`src/sv/csv_ft_pkg.sv`:
```
// Shared types and constants of the CSV field tokenizer.
package csv_ft_pkg;

  // parser states, one-hot
  typedef enum logic [5:0] {
    ST_START        = 6'b000001,
    ST_QUOTED       = 6'b000010,
    ST_MAYBE_END    = 6'b000100,
    ST_AFTER_QUOTE  = 6'b001000,
    ST_MAYBE_NORMAL = 6'b010000,
    ST_NORMAL       = 6'b100000
  } parse_state_t;

  typedef enum logic [1:0] {
    EV_APPEND  = 2'd0,
    EV_DISCARD = 2'd1,
    EV_DONE    = 2'd2
  } ev_kind_t;

  // configuration register indexes
  localparam logic [3:0] CFG_SEPARATOR = 4'd0;
  localparam logic [3:0] CFG_ROW_LIMIT = 4'd1;
  localparam int CFG_ADDR_W = 4;
  localparam int CFG_DATA_W = 16;

  localparam logic [7:0] CH_QUOTE = 8'd34;
  localparam logic [7:0] CH_CR    = 8'd13;
  localparam logic [7:0] CH_LF    = 8'd10;
  localparam logic [7:0] CH_BSL   = 8'd92;
  localparam logic [7:0] CH_N     = 8'd110;
  localparam logic [7:0] CH_COMMA = 8'd44;

  // result queue depth, room for two results per request plus slack
  localparam int QDEPTH = 4;

  typedef struct packed {
    ev_kind_t    kind;
    logic [7:0]  ch;
    logic [15:0] row;
    logic [7:0]  col;
    logic        last;
  } ev_t;

  // results of one request, n in 0..2
  typedef struct packed {
    logic [1:0] n;
    ev_t        ev0;
    ev_t        ev1;
  } res_t;

endpackage

```
`src/sv/csv_field_tokenizer.sv`:
```
// Top level of the streaming CSV field tokenizer.
//
// One text byte per input request (in_tdata, in_tuser = restart). Each byte
// is registered, run through the combinational tokenizer step, and its zero,
// one or two result events go into a four-entry queue that feeds the output
// stream. A byte is taken every cycle while the queue has room for two
// results; the sustained rate is one byte per cycle, bounded by the output
// side at one event per cycle, so bytes that raise two events lower it.
// Events: append (char in tdata), discard field, field done; each carries the
// row and column it belongs to (saturating counters, ROW_BITS/COL_BITS wide,
// reported as 16 and 8 bits). The last event of a byte has out_tlast set.
// A CR is dropped unless it directly follows a dropped CR. Backslash-n in
// field text comes out as one newline. A nonzero row_limit stops all output
// once the row count passes it, until a byte with restart set. A final field
// without a terminating separator or newline never produces a done event.
// Configuration: index 0 separator (default comma), index 1 row limit
// (0 = none); write only while the block is idle.
module csv_field_tokenizer import csv_ft_pkg::*; #(
  parameter int ROW_BITS = 16,
  parameter int COL_BITS = 8
) (
  input  logic                  clk,
  input  logic                  rst_n,
  // input byte stream
  input  logic                  in_tvalid,
  output logic                  in_tready,
  input  logic [7:0]            in_tdata,   // [7:0] char_in
  input  logic                  in_tuser,   // [0] restart
  // result events
  output logic                  out_tvalid,
  input  logic                  out_tready,
  output logic [31:0]           out_tdata,  // [7:0] char_out, [23:8] row_index,
                                            // [31:24] column_index
  output logic [1:0]            out_tuser,  // [1:0] event_kind
  output logic                  out_tlast,  // last_of_item
  // configuration writes
  input  logic                  cfg_valid,
  output logic                  cfg_ready,
  input  logic [CFG_ADDR_W-1:0] cfg_addr,
  input  logic [CFG_DATA_W-1:0] cfg_data
);

  // input register
  logic       in_vld_r, in_vld_nxt;
  logic [7:0] in_char_r;
  logic       in_rst_r;

  // configuration registers
  logic [7:0]  sep_r;
  logic [15:0] lim_r;

  logic step_fire, q_space;
  res_t res;
  ev_t  q_ev;

  assign step_fire  = in_vld_r && q_space;
  assign in_tready  = !in_vld_r || step_fire;
  assign in_vld_nxt = (in_tvalid && in_tready) || (in_vld_r && !step_fire);
  assign cfg_ready  = 1'b1;

  always_ff @(posedge clk) begin
    if (!rst_n) begin
      in_vld_r <= 1'b0;
    end else begin
      in_vld_r <= in_vld_nxt;
    end
  end

  // payload holds while a request waits in the register
  always_ff @(posedge clk) begin
    if (in_tvalid && in_tready) begin
      in_char_r <= in_tdata;
      in_rst_r  <= in_tuser;
    end
  end

  always_ff @(posedge clk) begin
    if (!rst_n) begin
      sep_r <= CH_COMMA;
      lim_r <= 16'd0;
    end else if (cfg_valid && cfg_ready) begin
      case (cfg_addr)
        CFG_SEPARATOR: sep_r <= cfg_data[7:0];
        CFG_ROW_LIMIT: lim_r <= cfg_data[15:0];
        default: ;
      endcase
    end
  end

  csv_ft_step #(
    .ROW_BITS (ROW_BITS),
    .COL_BITS (COL_BITS)
  ) u_step (
    .clk       (clk),
    .rst_n     (rst_n),
    .fire      (step_fire),
    .char_in   (in_char_r),
    .restart   (in_rst_r),
    .sep_char  (sep_r),
    .row_limit (lim_r),
    .res       (res)
  );

  csv_ft_outq u_outq (
    .clk       (clk),
    .rst_n     (rst_n),
    .push      (res),
    .push_en   (step_fire),
    .space     (q_space),
    .out_valid (out_tvalid),
    .out_ready (out_tready),
    .out_ev    (q_ev)
  );

  assign out_tdata = {q_ev.col, q_ev.row, q_ev.ch};
  assign out_tuser = q_ev.kind;
  assign out_tlast = q_ev.last;

  // a byte that could not step stays in the register
  a_hold: assert property (@(posedge clk) disable iff (!rst_n)
    (in_vld_r && !step_fire) |=> (in_vld_r && $stable(in_char_r)))
    else $error("stalled byte lost");

endmodule

```
`src/sv/csv_ft_step.sv`:
```
// Tokenizer state registers and the per-byte step logic.
module csv_ft_step import csv_ft_pkg::*; #(
  parameter int ROW_BITS = 16,
  parameter int COL_BITS = 8
) (
  input  logic       clk,
  input  logic       rst_n,
  input  logic       fire,
  input  logic [7:0] char_in,
  input  logic       restart,
  input  logic [7:0] sep_char,
  input  logic [15:0] row_limit,
  output res_t       res
);

  localparam int RW = (ROW_BITS > 16) ? ROW_BITS : 16;
  localparam int CW = (COL_BITS > 8) ? COL_BITS : 8;

  typedef struct packed {
    logic [1:0] n;
    ev_kind_t   k0;
    logic [7:0] c0;
    ev_kind_t   k1;
    logic [7:0] c1;
  } emit_t;

  function automatic emit_t add_ev(emit_t e, ev_kind_t k, logic [7:0] c);
    emit_t o;
    o = e;
    if (e.n == 2'd0) begin
      o.k0 = k;
      o.c0 = c;
      o.n  = 2'd1;
    end else if (e.n == 2'd1) begin
      o.k1 = k;
      o.c1 = c;
      o.n  = 2'd2;
    end
    return o;
  endfunction

  parse_state_t        st_r, st_nxt, st_cur;
  logic [ROW_BITS-1:0] row_r, row_nxt, row_cur;
  logic [COL_BITS-1:0] col_r, col_nxt, col_cur;
  logic                cr_r, cr_nxt;
  logic                bsl_r, bsl_nxt;
  logic                lim_r, lim_nxt;

  logic  is_sep, is_end;
  logic  do_app, do_fin, do_disc, do_adv;
  emit_t em;
  logic [RW-1:0] row_ext;
  logic [CW-1:0] col_ext;

  always_comb begin
    st_cur  = restart ? ST_START : st_r;
    row_cur = restart ? '0 : row_r;
    col_cur = restart ? '0 : col_r;
    st_nxt  = st_cur;
    row_nxt = row_cur;
    col_nxt = col_cur;
    cr_nxt  = restart ? 1'b0 : cr_r;
    bsl_nxt = restart ? 1'b0 : bsl_r;
    lim_nxt = restart ? 1'b0 : lim_r;
    is_sep  = (char_in == sep_char);
    is_end  = is_sep || (char_in == CH_LF);
    do_app  = 1'b0;
    do_fin  = 1'b0;
    do_disc = 1'b0;
    do_adv  = 1'b0;
    em      = '{n: 2'd0, k0: EV_APPEND, c0: 8'd0, k1: EV_APPEND, c1: 8'd0};

    if (!lim_nxt) begin
      if (char_in == CH_CR && !cr_nxt) begin
        cr_nxt = 1'b1;
      end else begin
        cr_nxt = 1'b0;
        case (st_cur)
          ST_QUOTED: begin
            if (char_in == CH_QUOTE) begin
              do_app = 1'b1;
              st_nxt = ST_MAYBE_END;
            end else if (char_in == CH_LF) begin
              do_fin = 1'b1;
            end else begin
              do_app = 1'b1;
            end
          end
          ST_MAYBE_END: begin
            if (char_in == CH_QUOTE) begin
              do_app = 1'b1;
              st_nxt = ST_QUOTED;
            end else if (is_end) begin
              do_fin = 1'b1;
            end else begin
              st_nxt = ST_AFTER_QUOTE;
            end
          end
          ST_AFTER_QUOTE: begin
            do_fin = is_end;
          end
          ST_MAYBE_NORMAL, ST_NORMAL: begin
            // quote in a bare field: drop what we have, restart as quoted
            if (st_cur == ST_MAYBE_NORMAL && char_in == CH_QUOTE) begin
              do_disc = 1'b1;
              st_nxt  = ST_QUOTED;
            end
            do_fin = is_end;
            do_app = !is_end;
          end
          default: begin
            if (char_in == CH_QUOTE) begin
              do_app = 1'b1;
              st_nxt = ST_QUOTED;
            end else if (is_end) begin
              do_adv = 1'b1;
              st_nxt = ST_START;
            end else begin
              do_app = 1'b1;
              st_nxt = ST_MAYBE_NORMAL;
            end
          end
        endcase

        if (do_disc) begin
          bsl_nxt = 1'b0;
          em = add_ev(em, EV_DISCARD, 8'd0);
        end
        if (do_app) begin
          if (bsl_nxt) begin
            if (char_in == CH_N) begin
              em = add_ev(em, EV_APPEND, CH_LF);
              bsl_nxt = 1'b0;
            end else begin
              em = add_ev(em, EV_APPEND, CH_BSL);
              if (char_in != CH_BSL) begin
                em = add_ev(em, EV_APPEND, char_in);
                bsl_nxt = 1'b0;
              end
            end
          end else if (char_in == CH_BSL) begin
            bsl_nxt = 1'b1;
          end else begin
            em = add_ev(em, EV_APPEND, char_in);
          end
        end
        if (do_fin) begin
          if (bsl_nxt) begin
            em = add_ev(em, EV_APPEND, CH_BSL);
            bsl_nxt = 1'b0;
          end
          em = add_ev(em, EV_DONE, 8'd0);
          do_adv = 1'b1;
          st_nxt = ST_START;
        end
        if (do_adv) begin
          if (char_in == CH_LF) begin
            if (row_cur != '1) row_nxt = row_cur + 1'b1;
            col_nxt = '0;
          end else if (col_cur != '1) begin
            col_nxt = col_cur + 1'b1;
          end
        end
        if (row_limit != 16'd0 && RW'(row_nxt) > RW'(row_limit)) lim_nxt = 1'b1;
      end
    end
  end

  // all events of one byte carry the counts from before the advance
  always_comb begin
    row_ext       = RW'(row_cur);
    col_ext       = CW'(col_cur);
    res.n         = em.n;
    res.ev0.kind  = em.k0;
    res.ev0.ch    = em.c0;
    res.ev0.row   = row_ext[15:0];
    res.ev0.col   = col_ext[7:0];
    res.ev0.last  = (em.n == 2'd1);
    res.ev1.kind  = em.k1;
    res.ev1.ch    = em.c1;
    res.ev1.row   = row_ext[15:0];
    res.ev1.col   = col_ext[7:0];
    res.ev1.last  = 1'b1;
  end

  always_ff @(posedge clk) begin
    if (!rst_n) begin
      st_r  <= ST_START;
      row_r <= '0;
      col_r <= '0;
      cr_r  <= 1'b0;
      bsl_r <= 1'b0;
      lim_r <= 1'b0;
    end else if (fire) begin
      st_r  <= st_nxt;
      row_r <= row_nxt;
      col_r <= col_nxt;
      cr_r  <= cr_nxt;
      bsl_r <= bsl_nxt;
      lim_r <= lim_nxt;
    end
  end

  // a held backslash only exists inside field text
  a_bsl_in_field: assert property (@(posedge clk) disable iff (!rst_n)
    bsl_r |-> (st_r == ST_QUOTED || st_r == ST_MAYBE_NORMAL))
    else $error("backslash held outside a field");

  // once stopped by the row limit, nothing comes out until restart
  a_limit_quiet: assert property (@(posedge clk) disable iff (!rst_n)
    (fire && lim_r && !restart) |-> (res.n == 2'd0))
    else $error("result produced past row limit");

  // a skipped CR produces no results
  a_cr_quiet: assert property (@(posedge clk) disable iff (!rst_n)
    (fire && !restart && !cr_r && char_in == CH_CR) |-> (res.n == 2'd0))
    else $error("result produced for skipped CR");

endmodule

```
`src/sv/csv_ft_outq.sv`:
```
// Small result queue: up to two pushes and one pop per cycle.
module csv_ft_outq import csv_ft_pkg::*; (
  input  logic clk,
  input  logic rst_n,
  input  res_t push,
  input  logic push_en,
  output logic space,
  output logic out_valid,
  input  logic out_ready,
  output ev_t  out_ev
);

  localparam int AW = $clog2(QDEPTH);
  localparam int NW = $clog2(QDEPTH + 1);

  ev_t           mem_r [QDEPTH];
  logic [AW-1:0] wr_r, rd_r;
  logic [NW-1:0] cnt_r;
  logic [1:0]    n_push;
  logic          pop;

  assign n_push    = push_en ? push.n : 2'd0;
  assign out_valid = (cnt_r != '0);
  assign pop       = out_valid && out_ready;
  assign out_ev    = mem_r[rd_r];
  assign space     = (cnt_r <= NW'(QDEPTH - 2));

  always_ff @(posedge clk) begin
    if (n_push != 2'd0) mem_r[wr_r] <= push.ev0;
    if (n_push == 2'd2) mem_r[wr_r + 1'b1] <= push.ev1;
  end

  always_ff @(posedge clk) begin
    if (!rst_n) begin
      wr_r  <= '0;
      rd_r  <= '0;
      cnt_r <= '0;
    end else begin
      wr_r  <= wr_r + AW'(n_push);
      rd_r  <= rd_r + AW'(pop);
      cnt_r <= cnt_r + NW'(n_push) - NW'(pop);
    end
  end

  a_no_overflow: assert property (@(posedge clk) disable iff (!rst_n)
    (n_push != 2'd0) |-> (cnt_r <= NW'(QDEPTH - 2)))
    else $error("result queue overflow");

  a_cnt_bound: assert property (@(posedge clk) disable iff (!rst_n)
    cnt_r <= NW'(QDEPTH))
    else $error("result queue count out of range");

endmodule

```
`config.mk`:
```
export PLATFORM = sky130hd
export DESIGN_NAME = csv_field_tokenizer
export DESIGN_NICKNAME = d
export VERILOG_FILES = /design/src/sv/csv_ft_pkg.sv /design/src/sv/csv_field_tokenizer.sv /design/src/sv/csv_ft_step.sv /design/src/sv/csv_ft_outq.sv
export SDC_FILE = /design/constraint.sdc
export NUM_CORES = 1
export LEC_CHECK = 0
export BUFFER_PORTS_ARGS = -buffer_cell sky130_fd_sc_hd__buf_2
export CAP_MARGIN = 20
export CORE_MARGIN = 3
export CORE_UTILIZATION = 40
export CTS_BUF_LIST = sky130_fd_sc_hd__clkbuf_8
export DETAILED_ROUTE_END_ITERATION = 8
export GPL_TIMING_DRIVEN = 1
export MAX_ROUTING_LAYER = met4
export SLEW_MARGIN = 20
export SYNTH_ARGS = -nofsm -noshare
export SYNTH_HDL_FRONTEND = slang
export SYNTH_SLANG_ARGS = --single-unit
export TNS_END_PERCENT = 50
```
`constraint.sdc`:
```
create_clock -name clk -period 4.6 [get_ports clk]
set_input_delay 0.23 -clock clk [delete_from_list [all_inputs] [get_ports clk]]
set_output_delay 0.23 -clock clk [all_outputs]
set_load 0.01 [all_outputs]
```
==> out/results.ini <==
[synth]
synth-seq-cells = 214
ys.flop_type = edfxtp_1
synth_cells = 1014
synth_edf_count = 141
yosys_warnings = 0
syn_avg_cell_area_um2 = 11.01
yosysSeqAreaShare = 0.5103
syn-num-nets = 1080
synth_cell_types = 79
synth_area_um2 = 11160
synthArstFlopShare = 0
synth.top_cells.by_area = edfxtp_1 38%, dfxtp_1 13%, mux4_2 7.1%
yosysTopAreaCellShare = 0.3794
yosys.area.top_type = edfxtp_1

[sta]
worst_pin_slew_ns = 1.031
slew_viol_final = 0
setup_viol = 0
finalCriticalPeriod_ns = 4.431
finalClockSkew_ns = 0.01190
slew-limit-headroom = 0.3124
timing.fmax_mhz = 225.7
setup_tns_ns = 0
report.final.hold_viol_count = 0
rsz0062_at_grt = true
fin_crit_sh = 0.9633

[worst_hold_path]
min_path_type = input port to flop
hold_path_end = sep_r[3]$_SDFFE_PN1P_
min_path_cells = 4
hp-start = cfg_addr[3]

[layout]
nets = 1236
layout-drive-gt1-share = 0.2375
final_core_util = 0.4911
fin_cells = 1572
n_antenna_cell = 0
fillers = 2558
synthToLayoutAreaGrowth_pct = 19.57

[power]
p_leak_nw = 4.797
p_per_area_nw_per_um2 = 368.0
ir_worst_vdd_uv = 157.9
power_mw = 4.911

[clock_network]
clk_path_buf_depth = 3
numCtsBuffers = 39
cts_tree = built
root_buffer = clkbuf_8
htree_levels = 2
clock_latency_ns = 0.54
cts_sinks = 214
cts.clk_slew.worst_paths_ns = 0.07

[drt]
drc_errors = 0
first_pass_iters = 5
wire_per_inst_um = 17.88
vias = 8497
ant_nets = 0
drt_iter0_drc = 697
routed_wl_mm = 28.10
routed_via_density = 5.405

[setup_path]
rrSetupSlack_ns = 0.17
crit_fanout = 8
worst-endpoint-arrival_ns = 4.86
worstSetupEndpointType = flop
worstPathRequired_ns = 5.03
r2r_cells = 20
cp_common_cell = ha_1
slowest_delay_ns = 0.51
regToRegEndpoint = u_outq.cnt_r[2]$_SDFF_PN0_
rr_startpoint = in_rst_r$_DFFE_PP_
crit_chain = or4_4 > nor4_4 > inv_2 > buf_4 > ha_1 > o31ai_2 > nand2_1 > ha_1 > nor2_2 > a21o_1 > ha_2 > inv_2 > a22o_4 > and2_4 > inv_1 > ha_1 > fa_2 > xor2_1 > xnor2_1 > and2_1
cpMaxStageDelayCell = or4_4
start_kind = flop
critPathKind = flop to flop

[global_routing]
grt_start_max_net_pins = 68
grt_pass1_wl_mm = 45.51
antenna_found_initial = 0
grt_overflow_total = 0
grtUsageTotal = 0.1928
grt_pass1_vias = 8424

[die]
die_h_um = 173.0
pin_count = 72
die_w_um = 173.0
coreArea_um2 = 27180
rows = 60
die-area_um2 = 29940
start_util = 0.4107

[place]
port_buffers = 70
place_congestion = 0.9156
dp.cells = 1464
dp_hpwl_mm = 19.21

[flow_run]
max_cap_violations = 0

[outcome]
status = completed

## where the power goes
| group | internal, mW | switching (mW) |
|---|---|---|
| Clock | 0.877 | 0.791 |
| Combinational | 0.485 | 0.493 |
| Sequential | 2.15 | 0.114 |
| Total | 3.51 | 1.40 |
## cells in the final DEF, fill, tap and decap left out, types with 44 or more instances in the layout
master      n
dfxtp_1    71
buf_2      70
nand2_1    82
buf_4      67
nor2_1    133
clkbuf_8   44
edfxtp_1  141
nor2b_1    44
inv_1      52
## synthesized netlist by cell type, types with 7 or more instances
library cell  count
o21ai_0          31
nor3_1           14
a21oi_1          32
xnor2_1          23
mux2i_1          25
nor4_1           11
edfxtp_1        141
inv_1            36
and2_1           24
a31oi_1           9
buf_6            14
dfxtp_1          73
nand2b_1         12
mux4_2           35
buf_1             7
clkbuf_1         24
nor2b_1          44
nand4_1          15
a22oi_1          14
nor2_1          136
nand3_1          17
a21boi_0          8
o22ai_1          35
ha_1             31
nand2_1          82
a21o_1            9
## logic make-up after synthesis
logic type,count (synthesis),share of synthesized area
fa+ha+maj,32,0.03655
simple gates,395,0.1780
buf+inv,95,0.04271
flops,214,0.5103
xor+xnor,29,0.02276
mux,63,0.09630
other cells,1,0.0003360
compound gates,185,0.1130
## stage by stage
stage / setup WS (ns) / hold WS, ns / cell area, um^2
global placement: 0.04158 / 0.4087 / 12240
detailed placement: -0.06816 / 0.4115 / 12240
CTS: 0.004173 / 0.1045 / 13260
floorplan: -0.1436 / 0.3289 / 11240
global route: -0.08871 / 0.1156 / 13350
finish: 0.1690 / 0.1034 / 13350
## layout make-up
class | instances | area, um^2 | area share
Clock inverter | 27 | 120.1 | 0.009001
Clock buffer | 44 | 605.6 | 0.04538
Multi-Input combinational cell | 705 | 5086 | 0.3811
Timing Repair Buffer | 168 | 1205 | 0.09029
Inverter | 42 | 165.2 | 0.01238
Sequential cell | 214 | 5698 | 0.4270
Tap cell | 372 | 465.4 | 0.03488
## repair_timing
action                                  4_1_cts  5_1_grt
hold endpoints to repair                     34        0
gates cloned                                  0        0
hold buffers                                 26        0
pin swaps                                     3        7
setup buffers                                 3        8
endpoints found under the setup margin        1      244
resized for setup                             1        7
## routing by layer
metal	GRT usage	part of all wire	wire length, um
met5	-	0	0
met4	0.05439	0.026	722
met3	0.03294	0.051	1434
met2	0.2970	0.46	12800
met1	0.2643	0.47	13150
## worst max-delay path, delay by kind of cell, from the launching register on
kind	cells	cell delay, ns
compound gates	3	0.62
fa+ha+maj	5	1.26
simple gates	6	1.44
buf+inv	4	0.35
flops	1	0.38
xor+xnor	2	0.27
## flip-flops by register name, indices dropped and copies added (netlist names)
| signal | count |
|---|---|
| in_vld_r | 1 |
| u_outq.rd_r | 2 |
| u_outq.wr_r | 2 |
| u_outq.cnt_r | 3 |
| sep_r | 8 |
| u_step.st_r | 6 |
| in_char_r | 8 |
| u_step.lim_r | 1 |
| u_step.cr_r | 1 |
| u_step.bsl_r | 1 |
| in_rst_r | 1 |
| u_step.col_r | 8 |
| u_step.row_r | 16 |
| lim_r | 16 |
| u_outq.mem_r | 140 |
## how the worst max path moves through the flow
stage,from,endpoint,slack [ns],depth (start not counted)
final,in_rst_r$_DFFE_PP_,u_outq.cnt_r[2]$_SDFF_PN0_,0.17,20
after global routing,in_rst_r$_DFFE_PP_,u_outq.cnt_r[2]$_SDFF_PN0_,-0.09,20
after CTS,in_char_r[2]$_DFFE_PP_,u_outq.cnt_r[2]$_SDFF_PN0_,0.004,22
after detailed placement,in_rst_r$_DFFE_PP_,u_outq.cnt_r[2]$_SDFF_PN0_,-0.07,22
after global placement,in_rst_r$_DFFE_PP_,u_outq.cnt_r[2]$_SDFF_PN0_,0.04,22
after floorplan,in_rst_r$_DFFE_PP_,u_outq.cnt_r[2]$_SDFF_PN0_,-0.14,23
(Power assumes the default switching activity.)
